<file path="src/design/assert_macros.svh">
// Assertion helpers for the sphere collision impulse engine.
// Used by the top level; no other dependencies.
`ifndef ASSERT_MACROS_SVH
`define ASSERT_MACROS_SVH

// Clocked check, masked while reset is asserted
`define SCIE_ASSERT(label, prop, msg) \
	label: assert property (@(posedge clk) disable iff (!arst_n) (prop)) else $error(msg);

// Clocked check that also holds during reset
`define SCIE_ASSERT_ALWAYS(label, prop, msg) \
	label: assert property (@(posedge clk) (prop)) else $error(msg);

`endif

</file>
<file path="src/design/scie_pkg.sv">
// Shared types, constants and helper functions for the sphere collision engine.
// No dependencies.
package scie_pkg;

	localparam int FRAC_BITS   = 16;
	localparam int WEIGHT_BITS = 24;
	localparam int QUOT_W      = WEIGHT_BITS + 1;

	localparam logic [16:0] RESTITUTION_RESET = 17'd58982;

	localparam logic [1:0] KIND_LOAD    = 2'd0;
	localparam logic [1:0] KIND_ACCEL   = 2'd1;
	localparam logic [1:0] KIND_ADVANCE = 2'd2;
	localparam logic [1:0] KIND_COLLIDE = 2'd3;

	localparam logic [4:0] NORM_DIV_STEPS   = 5'(FRAC_BITS + 1);
	localparam logic [4:0] WEIGHT_DIV_STEPS = 5'(WEIGHT_BITS + 1);

	localparam logic signed [71:0] FRAC_RND = (72'sd1 <<< FRAC_BITS) - 72'sd1;

	typedef logic signed [31:0] word_t;

	typedef struct packed {
		word_t [2:0] pos;
		word_t [2:0] vel;
		logic [30:0] radius;
		logic [30:0] mass;
	} rec_t;

	typedef struct packed {
		logic        start;
		logic [4:0]  count;
		logic [31:0] num;
		logic [31:0] den;
	} div_req_t;

	typedef struct packed {
		logic        start;
		logic [63:0] x;
	} sqrt_req_t;

	function automatic word_t sat32(input logic signed [39:0] v);
		if (v > 40'sd2147483647) begin
			return 32'sh7fffffff;
		end else if (v < -40'sd2147483648) begin
			return 32'sh80000000;
		end
		return v[31:0];
	endfunction

	function automatic logic signed [55:0] trunc_frac(input logic signed [71:0] p);
		logic signed [71:0] t;
		t = p + (p[71] ? FRAC_RND : 72'sd0);
		return t[71:FRAC_BITS];
	endfunction

endpackage

</file>
<file path="src/design/scie_sqrt.sv">
// Integer square root, two radicand bits per cycle.
// Depends on scie_pkg.
module scie_sqrt import scie_pkg::*; (
	input  logic        clk,
	input  logic        arst_n,
	input  sqrt_req_t   req,
	output logic        done,
	output logic [31:0] root
);

	logic        busy_q;
	logic [5:0]  cnt_q;
	logic        done_q;
	logic [63:0] xs_q;
	logic [33:0] rem_q;
	logic [31:0] root_q;
	logic [35:0] cur;
	logic [35:0] trial;
	logic        ge;

	assign cur   = {rem_q, xs_q[63:62]};
	assign trial = {2'b00, root_q, 2'b01};
	assign ge    = cur >= trial;

	always_ff @(posedge clk or negedge arst_n) begin
		if (!arst_n) begin
			busy_q <= 1'b0;
			cnt_q  <= '0;
			done_q <= 1'b0;
		end else begin
			done_q <= 1'b0;
			if (req.start) begin
				busy_q <= 1'b1;
				cnt_q  <= 6'd32;
			end else if (busy_q) begin
				cnt_q <= cnt_q - 6'd1;
				if (cnt_q == 6'd1) begin
					busy_q <= 1'b0;
					done_q <= 1'b1;
				end
			end
		end
	end

	always_ff @(posedge clk) begin
		if (req.start) begin
			xs_q   <= req.x;
			rem_q  <= '0;
			root_q <= '0;
		end else if (busy_q) begin
			xs_q   <= {xs_q[61:0], 2'b00};
			rem_q  <= ge ? 34'(cur - trial) : cur[33:0];
			root_q <= {root_q[30:0], ge};
		end
	end

	assign done = done_q;
	assign root = root_q;

endmodule

</file>
<file path="config.mk">
export PLATFORM = sky130hd
export DESIGN_NAME = scie_sqrt
export DESIGN_NICKNAME = d
export VERILOG_FILES = /design/src/design/assert_macros.svh /design/src/design/scie_pkg.sv /design/src/design/scie_sqrt.sv
export SDC_FILE = /design/constraint.sdc
export NUM_CORES = 1
export LEC_CHECK = 0
export BUFFER_PORTS_ARGS = -buffer_cell sky130_fd_sc_hd__buf_2
export CAP_MARGIN = 20
export CORE_AREA = 2 2 161 163
export CTS_CLUSTER_DIAMETER = 150
export DETAILED_ROUTE_END_ITERATION = 12
export DIE_AREA = 0 0 163 165
export HOLD_SLACK_MARGIN = 0.05
export PLACE_DENSITY = 0.46
export SYNTH_ARGS = -nofsm -noshare
export SYNTH_HDL_FRONTEND = slang
export SYNTH_SLANG_ARGS = --single-unit
</file>
<file path="constraint.sdc">
create_clock -name clk -period 2.75 [get_ports clk]
set_input_delay 0.55 -clock clk [delete_from_list [all_inputs] [get_ports clk]]
set_output_delay 0.55 -clock clk [all_outputs]
set_load 0.03 [all_outputs]
</file>
### Word level (Yosys, flattened, before mapping)

Index checks and enable logic that the tools add are counted.

* bits in registers: 138
* bits in latches: 0
* bits in writable memories: 0
* ROM bits: 0
* input bits: 67
* output and inout port bits: 33
* logic and storage cells: 22
* memories: 0

* add/sub/neg operators: 2
* multiply operators: 0
* div/mod/pow operators: 0
* $lt $le $gt $ge: 1
* equality and inequality tests: 1
* shift operators: 0
* muxes and demuxes: 11
* bitwise logic cells: 0
* reduce and logical (&&, ||, !) cells: 1

Operators with widths (number)
* 2-to-1 mux 64 bit: 2
* >= comparator 36 x 34 -> 1 bit: 1
* 2-to-1 mux 34 bit: 1
* subtractor 34 bit: 1
* 2-to-1 mux 6 bit: 2
* == test 6 x 1 -> 1 bit (second input constant): 1
* 2-to-1 mux 1 bit: 6
* subtractor 6 x 1 -> 6 bit (second input constant): 1
* nonzero test 2 bit: 1

### Logic depth before layout (Yosys ltp)

* word-level depth: 4
* gate-level depth with buffers: 14
* depth with buffers taken out: 11

### Least setup slack after synthesis

OpenSTA, ideal clock, no wires.

* path type: flip-flop to flip-flop
* start: register root_q[19], in the netlist root[19]
* end: register rem_q[33]
* library setup time: 0.069 ns
* arrival time: 3.051 ns
* required time: 2.681 ns
* path slack: -0.370 ns
* cell stages (with the launch flop): 15
* cells stage by stage: dfxtp_1 inv_1 ha_1 buf_4 nand4_4 nor4_4 nand4_1 a21oi_1 nor3_1 o31a_1 buf_6 nand2b_4 buf_6 or4_1 o21ai_1

* cells in the longest elaborated chain, start to end: 2

Ends and longest elaborated chain
* start, declared: RTL line scie_sqrt.sv:16 `logic [31:0] root_q;`
* start signal, assigned: RTL line scie_sqrt.sv:53 `root_q <= {root_q[30:0], ge};`
* subtractor 34 bit or >= comparator 36 x 34 -> 1 bit (tied branches): RTL line scie_sqrt.sv:52, scie_sqrt.sv:23
* 2-to-1 mux 34 bit (*): RTL line scie_sqrt.sv:52 `rem_q <= ge ? 34'(cur - trial) : cur[33:0];`
* end signal, assigned: RTL line scie_sqrt.sv:52
* end, declared: RTL line scie_sqrt.sv:15 `logic [33:0] rem_q;`

Every way passes the cells marked *; elsewhere a longest branch is shown, timed or not.
A chain may end at the register's enable or synchronous reset.

### Worst setup path after layout

* start: register root_q[14], in the netlist root[14]
* end: register rem_q[33]

Same word-level chain as after synthesis.

==> results.toml <==
[run_status]
status = "finished clean"

[timing]
period_needed_ns = 2.66
fmax_mhz = 376
fin_crit_sh = 0.968
setup_viol = 0
worstMarginPinSlew_ns = 0.571
hold_slack_ns = 0.401
clock_skew_ns = 0.0102
max-slew-margin-rel = 0.609
slew_viol_final = 0
rsz0062_at_grt = "true"
final_hold_viol_count = 0

[finish]
drive_above_1_share = 0.418
multi_input_area_mm2 = 0.00396
seq_area_mm2 = 0.00351
diodes = 0
num-fill-cells = 2506
nets = 1038
syn2layout_area_growth_pct = 36.2

[clock_network]
cts_tree = "built"
clock_latency_ns = 0.43
cts_sinks = 138
htree_levels = 4
clk_pin_slew_worst_paths_ns = 0.07
cts_buffer_depth = 2
cts_buffers = 17
cts-root-buf = "clkbuf_16"

[hold_path]
worstHoldStart = "req[1]"
hold_path_class = "input port to register"

[synthesis]
avgSynthCellArea_um2 = 10.2
syn_inst = 734
synth-warning-count = 0
synthArstFlopShare = 0.0580
synth_seq_area_share = 0.461
synth-edff-count = 64
ys.flop_type = "dfxtp_1"
netlist_area_mm2 = 0.00747
syn-num-nets = 837
ys_seq_elements = 138
yosysUniqueCellTypes = 55

[floorplanning]
coreArea_mm2 = 0.0250
ioPinCount = 100
start_util = 0.299
die_h_um = 165
die_w_um = 163
dieArea_mm2 = 0.0269
rows = 58

[worst_setup_path]
crit_type = "register to register"
cp_data_required_time_ns = 3.11
r2r-start = "root[14]"
cp-end-kind = "register"
crit_path_max_fanout = 5
rr_endpoint = "rem_q[33]"
endpoint = "rem_q[33]"
crit_arrival_ns = 3.03
startpoint = "root[14]"
startpoint_type = "register"
r2r_slack_ns = 0.09
reg2reg_depth = 11

[flow_run]
drv_cap = 0

[pwr]
finalPower_w = 0.0110
p_per_area_mw_per_mm2 = 1080
p_leak_nw = 4.48
vdd_drop_max_mv = 0.343

[route]
vias_per_cell = 4.67
wl_per_cell_um = 14.9
vias = 5974
drt-initial-drc-count = 252
dr.pass1.iters = 4
drt-total-wl_um = 19000
drcViolationCount = 0
antenna_left = 0

[global_routing]
grt_max_degree = 61
grt-ovfl-total = 0
grt_pass1_wl_um = 30900
antenna_found_initial = 0
grt_pass1_vias = 6125
gr-usage-all-layers = 0.146

[placement]
portBuffers = 99
dp_hpwl_um = 13200
gp_congestion = 0.812
==> worst min-delay path by stage <==
stage	end	slack [ns]	cells past startpoint
after floorplan	busy_q	0.25	0
after global placement	done	0.41	1
after detailed placement	done	0.41	1
after CTS	xs_q[1]	0.38	2
after global routing	xs_q[0]	0.39	2
final	xs_q[1]	0.40	2
==> per-stage QoR <==
step / cells / utilization / setup TNS (ns) / setup WS (ns) / cell area [um2]
floorplan: 734 / - / -0.125 / -0.125 / 7600
global placement: 1236 / 0.368 / -0.349 / -0.151 / 9220
detailed placement: 1236 / 0.368 / -0.342 / -0.154 / 9220
CTS: 1273 / 0.399 / -0.0330 / -0.0330 / 9980
global route: 1278 / 0.406 / -0.427 / -0.0488 / 10200
finish: 1278 / 0.406 / 0 / 0.0885 / 10200
==> critical path, stage by stage, from the launching register on <==
cell      delay [ns]
dfxtp_4         0.35
inv_2           0.04
ha_4            0.27
nand4_4         0.12
nor4_4          0.41
nand4_1         0.16
a21oi_2         0.15
nor3_2          0.07
o31a_4          0.34
nand2b_4        0.16
or4_1           0.39
o21ai_1         0.13
==> layer usage <==
metal	part of all wire	track usage	wire length (um)
met5	0	0	0
met4	0.012	0.0410	223
met3	0.051	0.0462	975
met2	0.47	0.239	8990
met1	0.46	0.186	8860
==> layout make-up <==
| type | instances | share of cell area |
|---|---|---|
| Multi-Input combinational cell | 511 | 0.389 |
| Clock buffer | 17 | 0.0418 |
| Inverter | 45 | 0.0170 |
| Clock inverter | 15 | 0.0189 |
| Sequential cell | 138 | 0.344 |
| Tap cell | 330 | 0.0406 |
| Timing Repair Buffer | 222 | 0.148 |
==> what timing repair did <==
action	CTS	global route
hold buffers	1	0
endpoints found under the hold margin	8	0
pin swaps	8	24
setup endpoints to repair	9	35
gates cloned	0	1
gates resized for setup	16	37
setup buffers	4	4
==> logic make-up after synthesis <==
logic type,Yosys count,share of synthesized area
fa+ha+maj,36,0.0603
flops,138,0.461
xor+xnor,34,0.0398
mux,99,0.143
compound gates,162,0.136
simple gates,180,0.112
buf+inv,85,0.0487
==> Yosys cell counts (6+ instances only) <==
library cell  number  area [um2]
nor3_1            11        55.1
ha_1              36         450
a32oi_1            6        52.6
nand2_1           44         165
buf_1              7        26.3
edfxtp_1          64        1920
a211oi_1          15         113
a21o_1            15         113
a31oi_1            7        43.8
dfxtp_1           66        1320
xnor2_1           13         114
inv_1             45         169
o21ai_0           40         200
a21oi_1           47         235
mux2i_1           37         370
nand3_1            7        35.0
dfrtp_1            8         200
nor2_1            84         315
nand4_1            8        50.1
clkbuf_1          19        71.3
buf_4              6        45.0
buf_2              6        30.0
mux2_2            62         698
xor2_1            21         184
==> state kept, by name, summed over array words and instances (netlist names) <==
signal and flops:
busy_q 1, cnt_q 6, done 1, rem_q 34, root 32, xs_q 64
==> placed cells by master (no fill, tap or decap), types with 11 or more instances in the layout <==
master       n
a211oi_1    12
a21o_1      15
a21oi_1     40
buf_2       98
buf_4      116
clkbuf_16   18
dfxtp_1     39
dfxtp_2     17
edfxtp_1    64
ha_1        23
ha_4        11
inv_1       37
mux2_2      62
mux2i_1     37
nand2_1     43
nor2_1      82
o21ai_0     32
xnor2_1     13
xor2_1      21
==> power by group <==
part | leakage, nW | internal, W | switching (W)
combinational | 2.85 | 0.00288 | 0.00292
clock | 0.302 | 0.00139 | 0.00106
sequential | 1.33 | 0.00256 | 0.000230
(Power assumes the default switching activity.)
