$ cat src/design/assert_macros.svh
// Assertion helpers for the sphere collision impulse engine.
// Used by the top level; no other dependencies.
`ifndef ASSERT_MACROS_SVH
`define ASSERT_MACROS_SVH

// Clocked check, masked while reset is asserted
`define SCIE_ASSERT(label, prop, msg) \
	label: assert property (@(posedge clk) disable iff (!arst_n) (prop)) else $error(msg);

// Clocked check that also holds during reset
`define SCIE_ASSERT_ALWAYS(label, prop, msg) \
	label: assert property (@(posedge clk) (prop)) else $error(msg);

`endif

$ cat src/design/scie_pkg.sv
// Shared types, constants and helper functions for the sphere collision engine.
// No dependencies.
package scie_pkg;

	localparam int FRAC_BITS   = 16;
	localparam int WEIGHT_BITS = 24;
	localparam int QUOT_W      = WEIGHT_BITS + 1;

	localparam logic [16:0] RESTITUTION_RESET = 17'd58982;

	localparam logic [1:0] KIND_LOAD    = 2'd0;
	localparam logic [1:0] KIND_ACCEL   = 2'd1;
	localparam logic [1:0] KIND_ADVANCE = 2'd2;
	localparam logic [1:0] KIND_COLLIDE = 2'd3;

	localparam logic [4:0] NORM_DIV_STEPS   = 5'(FRAC_BITS + 1);
	localparam logic [4:0] WEIGHT_DIV_STEPS = 5'(WEIGHT_BITS + 1);

	localparam logic signed [71:0] FRAC_RND = (72'sd1 <<< FRAC_BITS) - 72'sd1;

	typedef logic signed [31:0] word_t;

	typedef struct packed {
		word_t [2:0] pos;
		word_t [2:0] vel;
		logic [30:0] radius;
		logic [30:0] mass;
	} rec_t;

	typedef struct packed {
		logic        start;
		logic [4:0]  count;
		logic [31:0] num;
		logic [31:0] den;
	} div_req_t;

	typedef struct packed {
		logic        start;
		logic [63:0] x;
	} sqrt_req_t;

	function automatic word_t sat32(input logic signed [39:0] v);
		if (v > 40'sd2147483647) begin
			return 32'sh7fffffff;
		end else if (v < -40'sd2147483648) begin
			return 32'sh80000000;
		end
		return v[31:0];
	endfunction

	function automatic logic signed [55:0] trunc_frac(input logic signed [71:0] p);
		logic signed [71:0] t;
		t = p + (p[71] ? FRAC_RND : 72'sd0);
		return t[71:FRAC_BITS];
	endfunction

endpackage

$ cat src/design/scie_div.sv
// Restoring divider, one quotient bit per cycle; quotient is num * 2^(count-1) / den.
// Requires num <= den. Depends on scie_pkg.
module scie_div import scie_pkg::*; (
	input  logic              clk,
	input  logic              arst_n,
	input  div_req_t          req,
	output logic              done,
	output logic [QUOT_W-1:0] quot
);

	logic              busy_q;
	logic [4:0]        cnt_q;
	logic [31:0]       rem_q;
	logic [QUOT_W-1:0] sh_q;
	logic              done_q;
	logic [32:0]       trial;
	logic              ge;

	assign trial = {rem_q, sh_q[QUOT_W-1]};
	assign ge    = trial >= {1'b0, req.den};

	always_ff @(posedge clk or negedge arst_n) begin
		if (!arst_n) begin
			busy_q <= 1'b0;
			cnt_q  <= '0;
			done_q <= 1'b0;
		end else begin
			done_q <= 1'b0;
			if (req.start) begin
				busy_q <= 1'b1;
				cnt_q  <= req.count;
			end else if (busy_q) begin
				cnt_q <= cnt_q - 5'd1;
				if (cnt_q == 5'd1) begin
					busy_q <= 1'b0;
					done_q <= 1'b1;
				end
			end
		end
	end

	always_ff @(posedge clk) begin
		if (req.start) begin
			rem_q <= {1'b0, req.num[31:1]};
			sh_q  <= {req.num[0], {(QUOT_W-1){1'b0}}};
		end else if (busy_q) begin
			rem_q <= ge ? 32'(trial - {1'b0, req.den}) : trial[31:0];
			sh_q  <= {sh_q[QUOT_W-2:0], ge};
		end
	end

	assign done = done_q;
	assign quot = sh_q;

endmodule

$ cat config.mk
export PLATFORM = sky130hd
export DESIGN_NAME = scie_div
export DESIGN_NICKNAME = d
export VERILOG_FILES = /design/src/design/assert_macros.svh /design/src/design/scie_pkg.sv /design/src/design/scie_div.sv
export SDC_FILE = /design/constraint.sdc
export NUM_CORES = 1
export LEC_CHECK = 0
export BUFFER_PORTS_ARGS = -buffer_cell sky130_fd_sc_hd__buf_4
export CORE_ASPECT_RATIO = 0.7
export CORE_UTILIZATION = 50
export DETAILED_ROUTE_END_ITERATION = 7
export PLACE_DENSITY = 0.76
export REMOVE_ABC_BUFFERS = 1
export SYNTH_ARGS = -nofsm -noshare
export SYNTH_HDL_FRONTEND = slang
export SYNTH_SLANG_ARGS = --single-unit
$ cat constraint.sdc
create_clock -name clk -period 2.85 [get_ports clk]
set_input_delay 0.1425 -clock clk [delete_from_list [all_inputs] [get_ports clk]]
set_output_delay 0.1425 -clock clk [all_outputs]
set_load 0.01 [all_outputs]
[Word level (Yosys, flattened, before mapping)]
Index checks and enable logic that the tools add are counted.
Word-level totals
  register bits after elaboration: 64
  input port bits: 72
  output and inout bits: 26
  word-level logic and storage cells: 25
Operators by class
  $add $sub $neg: 2
  magnitude comparators: 1
  equal/unequal tests: 1
  multiplexer cells: 13
  reduce and logical (&&, ||, !) cells: 1
Operators with widths (count)
  31-bit 2-to-1 mux: 2
  25-bit 2-to-1 mux: 2
  33-bit by 32-bit >= comparator with 1-bit output: 1
  32-bit 2-to-1 mux: 1
  32-bit subtractor: 1
  5-bit 2-to-1 mux: 2
  1-bit 2-to-1 mux: 6
  5-bit by 1-bit == test with 1-bit output, second input constant: 1
  5-bit by 1-bit subtractor with 5-bit output, second input constant: 1
  2-bit nonzero test: 1

[Depth between registers and ports, before layout]
Gate-level depths: netlist of the first run.
  word-level depth: 4
  mapped depth: 13
  depth with buffers taken out: 12

[Worst setup path after synthesis of the first run]
No wires, ideal clock.
  path kind: register to register
  from: register sh_q[24], in the netlist quot[24]
  to: register rem_q[28] (data pin)
  library setup time: 0.140 ns
  data arrival time: 2.768 ns
  data required time: 2.710 ns
  slack: -0.058 ns
  stages on the path, launching flop included: 13
  path buffers: 0
  period minus slack after synthesis: 2.908 ns
  cell sequence: edfxtp_1 > inv_1 > ha_1 > inv_1 > fa_1 > a21oi_1 > nor2_1 > o31ai_2 > a2111oi_4 > o2111a_1 > o31a_1 > a211o_1 > a2bb2oi_2
On the way
  cells in the longest elaborated chain, start to end: 4
  elaborated cells on any way between the ends: 5
  those cells by class: add/sub: 1; order compare: 1; mux: 3
RTL lines
  start: declaration: RTL line scie_div.sv:14  | logic [QUOT_W-1:0] sh_q;
  start signal: assignment: RTL line scie_div.sv:45  | sh_q <= {req.num[0], {(QUOT_W-1){1'b0}}};
  start signal: assignment: RTL line scie_div.sv:48  | sh_q <= {sh_q[QUOT_W-2:0], ge};
  32-bit subtractor / 33-bit by 32-bit >= comparator with 1-bit output (equally long branches): RTL line scie_div.sv:47, scie_div.sv:20
  32-bit 2-to-1 mux (*): RTL line scie_div.sv:47  | rem_q <= ge ? 32'(trial - {1'b0, req.den}) : trial[31:0];
  31-bit 2-to-1 mux (*): RTL line scie_div.sv:46  | end else if (busy_q) begin
  31-bit 2-to-1 mux (*): RTL line scie_div.sv:43  | if (req.start) begin
  end signal: assignment: RTL line scie_div.sv:44  | rem_q <= {1'b0, req.num[31:1]};
  end signal: assignment: RTL line scie_div.sv:47
  end: declaration: RTL line scie_div.sv:13  | logic [31:0] rem_q;
Every way passes the cells marked *; elsewhere a longest branch is shown, timed or not. The select of a mux whose other input is x is not followed.
A chain may end at the register's enable or synchronous reset.

[Final worst setup path of the first run]
  from: register rem_q[0]
  to: register rem_q[17] (data pin)
On the way
  cells in the longest elaborated chain, start to end: 4
  elaborated cells on any way between the ends: 5
  those cells by class: add/sub: 1; order compare: 1; mux: 3
RTL lines (RTL line)
  32-bit subtractor / 33-bit by 32-bit >= comparator with 1-bit output (equally long branches): scie_div.sv:47, scie_div.sv:20
  32-bit 2-to-1 mux (*): scie_div.sv:47
  31-bit 2-to-1 mux (*): scie_div.sv:46
  31-bit 2-to-1 mux (*): scie_div.sv:43
Marks and branches as above.

==> metrics, run 1 <==
Yosys Warn Count=0; die width=121 um; H-tree Lvls=3; routed via count=4710; CP Max Fanout=7; EDFF count, synth=32; Switching Share=43.9%; crit start category=flip-flop; Crit path max-delay family=compound AO/OA/AOI/OAI gates; DR iter-0 viols=421; PortBufs=97; Final ANT Viol Nets=0; post-synthesis cell type count=69; relative slew slack=56.9%; internal power=3560 uW; synthesized area per cell=8.43 sq um; layout cells sized above 1=27.6%; Hold Vio Cnt, Final=0; WP data required=3030 ps; count of final max-slew check failures=0; DP Worst Slack=-27.5 ps; Critical Path Sink Type=flip-flop; Ports=98; GRT overflow=0; Cell Area, Synth=4980 sq um; pwr dens=993 nW/um^2; ys async rst share=10.9%; CTS Sinks=64; crit share post-route=97.4%; M2 GR Usage=39.5%; met3 Use GR=5.19%; clk_lat worst skew=330 ps; Synth Register Bits=64; # DRC=0; status=complete, no violations; CTS clk-pin slew, worst paths=60 ps; max-cap violation count=0; GRT Resource Usage Total=25.6%; DPL Wire Length=9470 um; critical-path cell list=ha_4 > nand2b_4 > a211o_1 > a21o_1 > a21oi_4 > o21ai_2 > o21a_1 > buf_6 > or3b_1 > a31oi_1; Initial Util=51.4%; Clk network pwr share=16.5%; Main synth FF type=edfxtp_1; setup slack after layout=75.0 ps; First-pass DRT Iterations=5; NumNets Final=805; WL final=13500 um; # diodes=0; Setup Skew=7.98 ps; largest net degree at the start of global routing=48; combinational share of power=60.0%; DP Cell Count=809; Site Rows=30; GR met1 Demand/Resource=36.6%; Psw=2790 uW; Seq/Total Area, Yosys=32.9%; initial antenna violation count=0; TritonCTS clock tree=done; Cell Count, Final, Fillers Out=831; number of buffers created by CTS=9; Worst-Margin Slew=647 ps; first-pass GRT wire length=21000 um; min-delay worst type=in -> reg; synthesized instance count=591; Die Span Y=85.5 um; vias in the first global route=4397; Leak=0.00297 uW; GP Congestion=0.864; Clock Tree Buf Depth=2; Synth-to-Final Area Change=28.3%; Final Setup Violations=0; Routed WL per cell=16.2 um; Worst path max stage delay=460 ps; Max Clock Freq=360 MHz; WP buf/inv=1; DIE AREA=10400 sq um; RSZ-0062 raised after global routing=yes; Final min period=2770 ps; CORE AREA=9680 sq um; Reg power frac=23.6%; drt via density=5.67; Crit path arrival time=2950 ps; root buf cell=clkbuf_16; critical path's slowest cell=edfxtp_1; busiest grt layer=met2; kind of critical path=reg -> reg; Peak VDD IR=0.465 mV
-- sequential cells by signal (all words and copies together) (netlist names) --
register / count
quot: 25
cnt_q: 5
rem_q: 32
busy_q: 1
done: 1
-- through the flow --
stage                     cell area [sq um]  hold WS, ps  util, %  TNS [ps]  power [uW]
final                                  6390         21.4     66.0         0        6350
after global routing                   6390         46.6     66.0      -124        6780
after CTS                              6140         15.3     63.4         0        5990
after detailed placement               5850        -41.4     60.4     -27.5        4900
after global placement                 5850        -42.8     60.4         0        4810
after floorplan                        4750         -153        -      -133        3860
-- worst paths after layout --
path / to / slack [ps] / startpoint / cells after the start
worst max-delay path: rem_q[17] / 80 / rem_q[0] / 10
worst min-delay path: cnt_q[4] / 20 / req[68] / 3
worst max register to register: rem_q[17] / 80 / rem_q[0] / 10
worst min register to register: quot[9] / 530 / quot[9] / 2
max in group asynchronous: cnt_q[1] / 2550 / arst_n / 2
min in group asynchronous: cnt_q[2] / 180 / arst_n / 2
-- power groups by stage --
stage                     registers, uW  logic (uW)  clock network (uW)
after floorplan                    1440        2420                   0
after global placement             1470        3340                   0
after detailed placement           1480        3420                   0
after CTS                          1470        3460                1060
after global routing               1520        4160                1090
final                              1500        3810                1040
-- cell usage after synthesis, drive strengths merged, types with 5 or more instances --
cell type,count,area [sq um]
clkbuf,19,135
dfrtp,7,175
nand2,74,278
ha,34,425
nand3,17,85.1
nand4,6,43.8
o21ai,32,168
edfxtp,32,961
o21bai,5,37.5
inv,49,184
a21oi,40,226
a31oi,23,144
a21o,8,62.6
xor2,7,61.3
nor4,5,37.5
a211oi,6,50.1
buf,13,95.1
nor2,71,267
mux2i,29,290
nor3,12,65.1
xnor2,14,123
and2,5,31.3
dfxtp,25,500
-- metal layers --
layer  vias to the layer above  routed length [um]
met2                       189                5970
met4                         0                 142
met5                         -                   0
met1                      2174                6400
li1                       2335                   -
met3                        12                 964
-- tightest hold or removal path: stages --
cell and delay [ps]:
buf_4 80, nand2_1 40, o21ai_0 60
-- logic make-up (layout without fill, tap and decap cells) --
logic type / after synthesis / in the layout / share of synthesized area (%)
flops: 64 / 64 / 32.9
mux: 31 / 31 / 6.28
fa+ha+maj: 35 / 35 / 8.94
xor+xnor: 21 / 21 / 3.69
buf+inv: 81 / 193 / 8.31
simple gates: 210 / 210 / 19.2
compound gates: 149 / 149 / 20.7
-- repair_timing --
| action | in CTS | in global routing |
|---|---|---|
| pin swaps | 0 | 17 |
| endpoints found under the hold margin | 7 | 0 |
| resized for setup | 2 | 35 |
| setup endpoints to repair | 3 | 15 |
| hold buffers | 1 | 0 |
| setup buffers | 0 | 5 |
-- placed cells by master, fill, tap and decap left out, types with 10 or more instances in the layout --
cell type    n
o21ai_0     25
nor2_1      71
nand3_1     17
ha_4        10
xnor2_1     14
dfxtp_1     25
ha_1        20
nor3_1      10
a21oi_1     31
a31oi_1     22
edfxtp_1    32
buf_4      124
inv_1       47
nand2_1     73
mux2i_1     29
-- area by class of cell --
| type | instances | area, sq um |
|---|---|---|
| clock inverter | 7 | 51.3 |
| sequential | 64 | 1640 |
| clock buffer | 9 | 225 |
| multi-input combinational | 446 | 3140 |
| tap | 128 | 160 |
| timing repair buffer | 128 | 992 |
| inverter | 49 | 184 |
| fill | 794 | 3290 |
Note: power is estimated with default switching activity, not from simulation.
==> run 2, diff against run 1 <==
- CTS_BUF_LIST: default -> sky130_fd_sc_hd__clkbuf_8
==> run 2 against run 1 <==
Clock power shrank 29%; combinational power grew 1%; global-route usage grew 0.13 points; routed wire length grew 1.1%; non-clock buffer count grew 6; core utilization shrank 0.34 points; final cell count grew 0.72%; design area shrank 0.51%; hold slack gained 6.2 ps; sequential power is essentially flat; highest routed layer unchanged.
==> metrics, run 2 (synthesis results as in run 1) <==
status=complete, no violations; Most flops, register=rem_q; Hold Vio Cnt, Final=0 (unchanged); routed via count=4750 (+0.85%); most common cell after layout, fill and taps aside=buf_4; relative slew slack=56.3% (-0.63 points); DPL Wire Length=9470 um (unchanged); WP buf/inv=1 (unchanged); crit share post-route=97.1% (-0.29 points); Synth-to-Final Area Change=27.7%; Largest register FFs=32 (unchanged); critical-path cell list=ha_4 > nand2b_4 > a211o_1 > a21o_1 > a21oi_4 > o21ai_2 > o21a_1 > buf_12 > or3b_1 > a2bb2oi_1; drt via density=5.68 (+0.13%); root buf cell=clkbuf_8; Psw=2770 uW (-0.54%); Site Rows=30 (unchanged); Ports=98 (unchanged); Max Clock Freq=361 MHz (+0.30%); WP data required=3060 ps (+30 ps); Switching Share=45.5% (+1.6 points); Peak VDD IR=0.364 mV (-22%); kind of critical path=reg -> reg; pwr dens=957 nW/um^2 (-3.6%); initial antenna violation count=0 (unchanged); Final min period=2770 ps (-8.38 ps); PortBufs=97 (unchanged); critical path's slowest cell=edfxtp_1; DIE AREA=10400 sq um (unchanged); Setup Skew=12.9 ps (+4.92 ps); CTS clk-pin slew, worst paths=80 ps (+20 ps); Clock Tree Buf Depth=2 (unchanged); crit start category=flip-flop; commonest non-fill, non-tap cells in the layout=buf_4 (127), nand2_1 (73), nor2_1 (71); Die Span Y=85.5 um (unchanged); GRT overflow=0 (unchanged); # diodes=0 (unchanged); GRT Resource Usage Total=25.7% (+0.13 points); TritonCTS clock tree=done; CP Max Fanout=24 (+17); WL final=13600 um (+1.1%); vias in the first global route=4408 (+0.25%); Final ANT Viol Nets=0 (unchanged); CTS Sinks=64 (unchanged); Filler cells=797 (+0.38%); end-of-flow core utilization=65.7% (-0.34 points); GR met1 Demand/Resource=37.0% (+0.35 points); Hold WS=27.6 ps (+6.18 ps); M2 GR Usage=39.1% (-0.41 points); count of final max-slew check failures=0 (unchanged); Reg power frac=24.5% (+0.9 points); Worst-Margin Slew=656 ps (+9.52 ps); min-delay worst type=in -> reg; Crit path arrival time=2980 ps (+30 ps); Initial Util=51.4% (unchanged); Routed WL per cell=16.3 um (+0.34%); DR iter-0 viols=445 (+5.7%); First-pass DRT Iterations=5 (unchanged); internal power=3320 uW (-6.9%); RSZ-0062 raised after global routing=yes; GP Congestion=0.864 (unchanged); layout cells sized above 1=27.9% (+0.33 points); NumNets Final=811 (+0.75%); busiest grt layer=met2; H-tree Lvls=3 (unchanged); Worst path max stage delay=470 ps (about the same); Leak=0.00295 uW (-0.70%); met3 Use GR=5.45% (+0.27 points); Crit path max-delay family=compound AO/OA/AOI/OAI gates; CORE AREA=9680 sq um (unchanged); largest net degree at the start of global routing=48 (unchanged); combinational share of power=63.4% (+3.4 points); die width=121 um (unchanged); clk_lat worst skew=350 ps (+20 ps); number of buffers created by CTS=9 (unchanged); max-cap violation count=0 (unchanged); Clk network pwr share=12.1% (-4.4 points); first-pass GRT wire length=21000 um (about the same); Final Setup Violations=0 (unchanged); # DRC=0 (unchanged); Critical Path Sink Type=flip-flop
## run 2: cell count changes in the layout (fill, tap and decap cells not counted)
cell / delta
nand4_4: +1
clkbuf_8: +9
nand4_2: -1
buf_4: +3
dlygate4sd3_1: +3
a41oi_1: -1
clkbuf_16: -9
a41oi_2: +1
## run 2: power by group through the flow
| stage | registers, uW | clock network (uW) | logic, uW |
|---|---|---|---|
| 2_1_floorplan | 1440 | 0 | 2420 |
| 3_3_place_gp | 1470 | 0 | 3340 |
| 3_5_place_dp | 1480 | 0 | 3420 |
| 4_1_cts | 1460 | 757 | 3460 |
| 5_1_grt | 1520 | 789 | 4210 |
| 6_report | 1490 | 734 | 3860 |
## run 2: worst paths after layout
kind	start	to	slack, ps	cells past startpoint
setup / recovery	rem_q[0]	rem_q[27]	80	10
hold / removal	req[64]	cnt_q[0]	30	3
setup reg to reg	rem_q[0]	rem_q[27]	80	10
hold reg to reg	quot[1]	quot[2]	520	2
max in group asynchronous	arst_n	cnt_q[3]	2570	2
min in group asynchronous	arst_n	cnt_q[2]	160	2
## run 2: tightest hold or removal path, delay by kind of cell
family	cells	cell delay [ps]
buffers and inverters	1	80
AOI/OAI and AO/OA	1	70
and+or+nand+nor	1	40
## run 2: area by class of cell
class                      instances  area (sq um)  share of cell area, %
tap                              128           160                   2.52
clock buffer                       9           124                   1.95
sequential                        64          1640                   25.7
inverter                          49           184                   2.89
clock inverter                     7          51.3                  0.807
timing repair buffer             134          1040                   16.4
multi-input combinational        446          3160                   49.7
## run 2: metrics by stage
step                power (uW)  cells  worst slack (ps)  instance area, sq um  TNS [ps]
floorplan                 3860    559             -74.0                  4750      -133
global placement          4810    809              19.2                  5850         0
detailed placement        4900    809             -27.5                  5850     -27.5
CTS                       5680    830             0.658                  6080         0
global route              6520    837             -30.2                  6360      -108
finish                    6090    837              83.4                  6360         0
## run 2: repair_timing
item,CTS,global route
resized for setup,2,37
pin swaps,0,18
buffers inserted,1,7
setup endpoints to repair,4,16
hold endpoints to repair,10,0
hold buffers,4,0
## run 2: per-layer routing
layer / up-vias / part of all wire [%]
met5: - / 0
met4: 0 / 1.1
met3: 12 / 6.9
met2: 184 / 44
met1: 2206 / 48
li1: 2348 / -
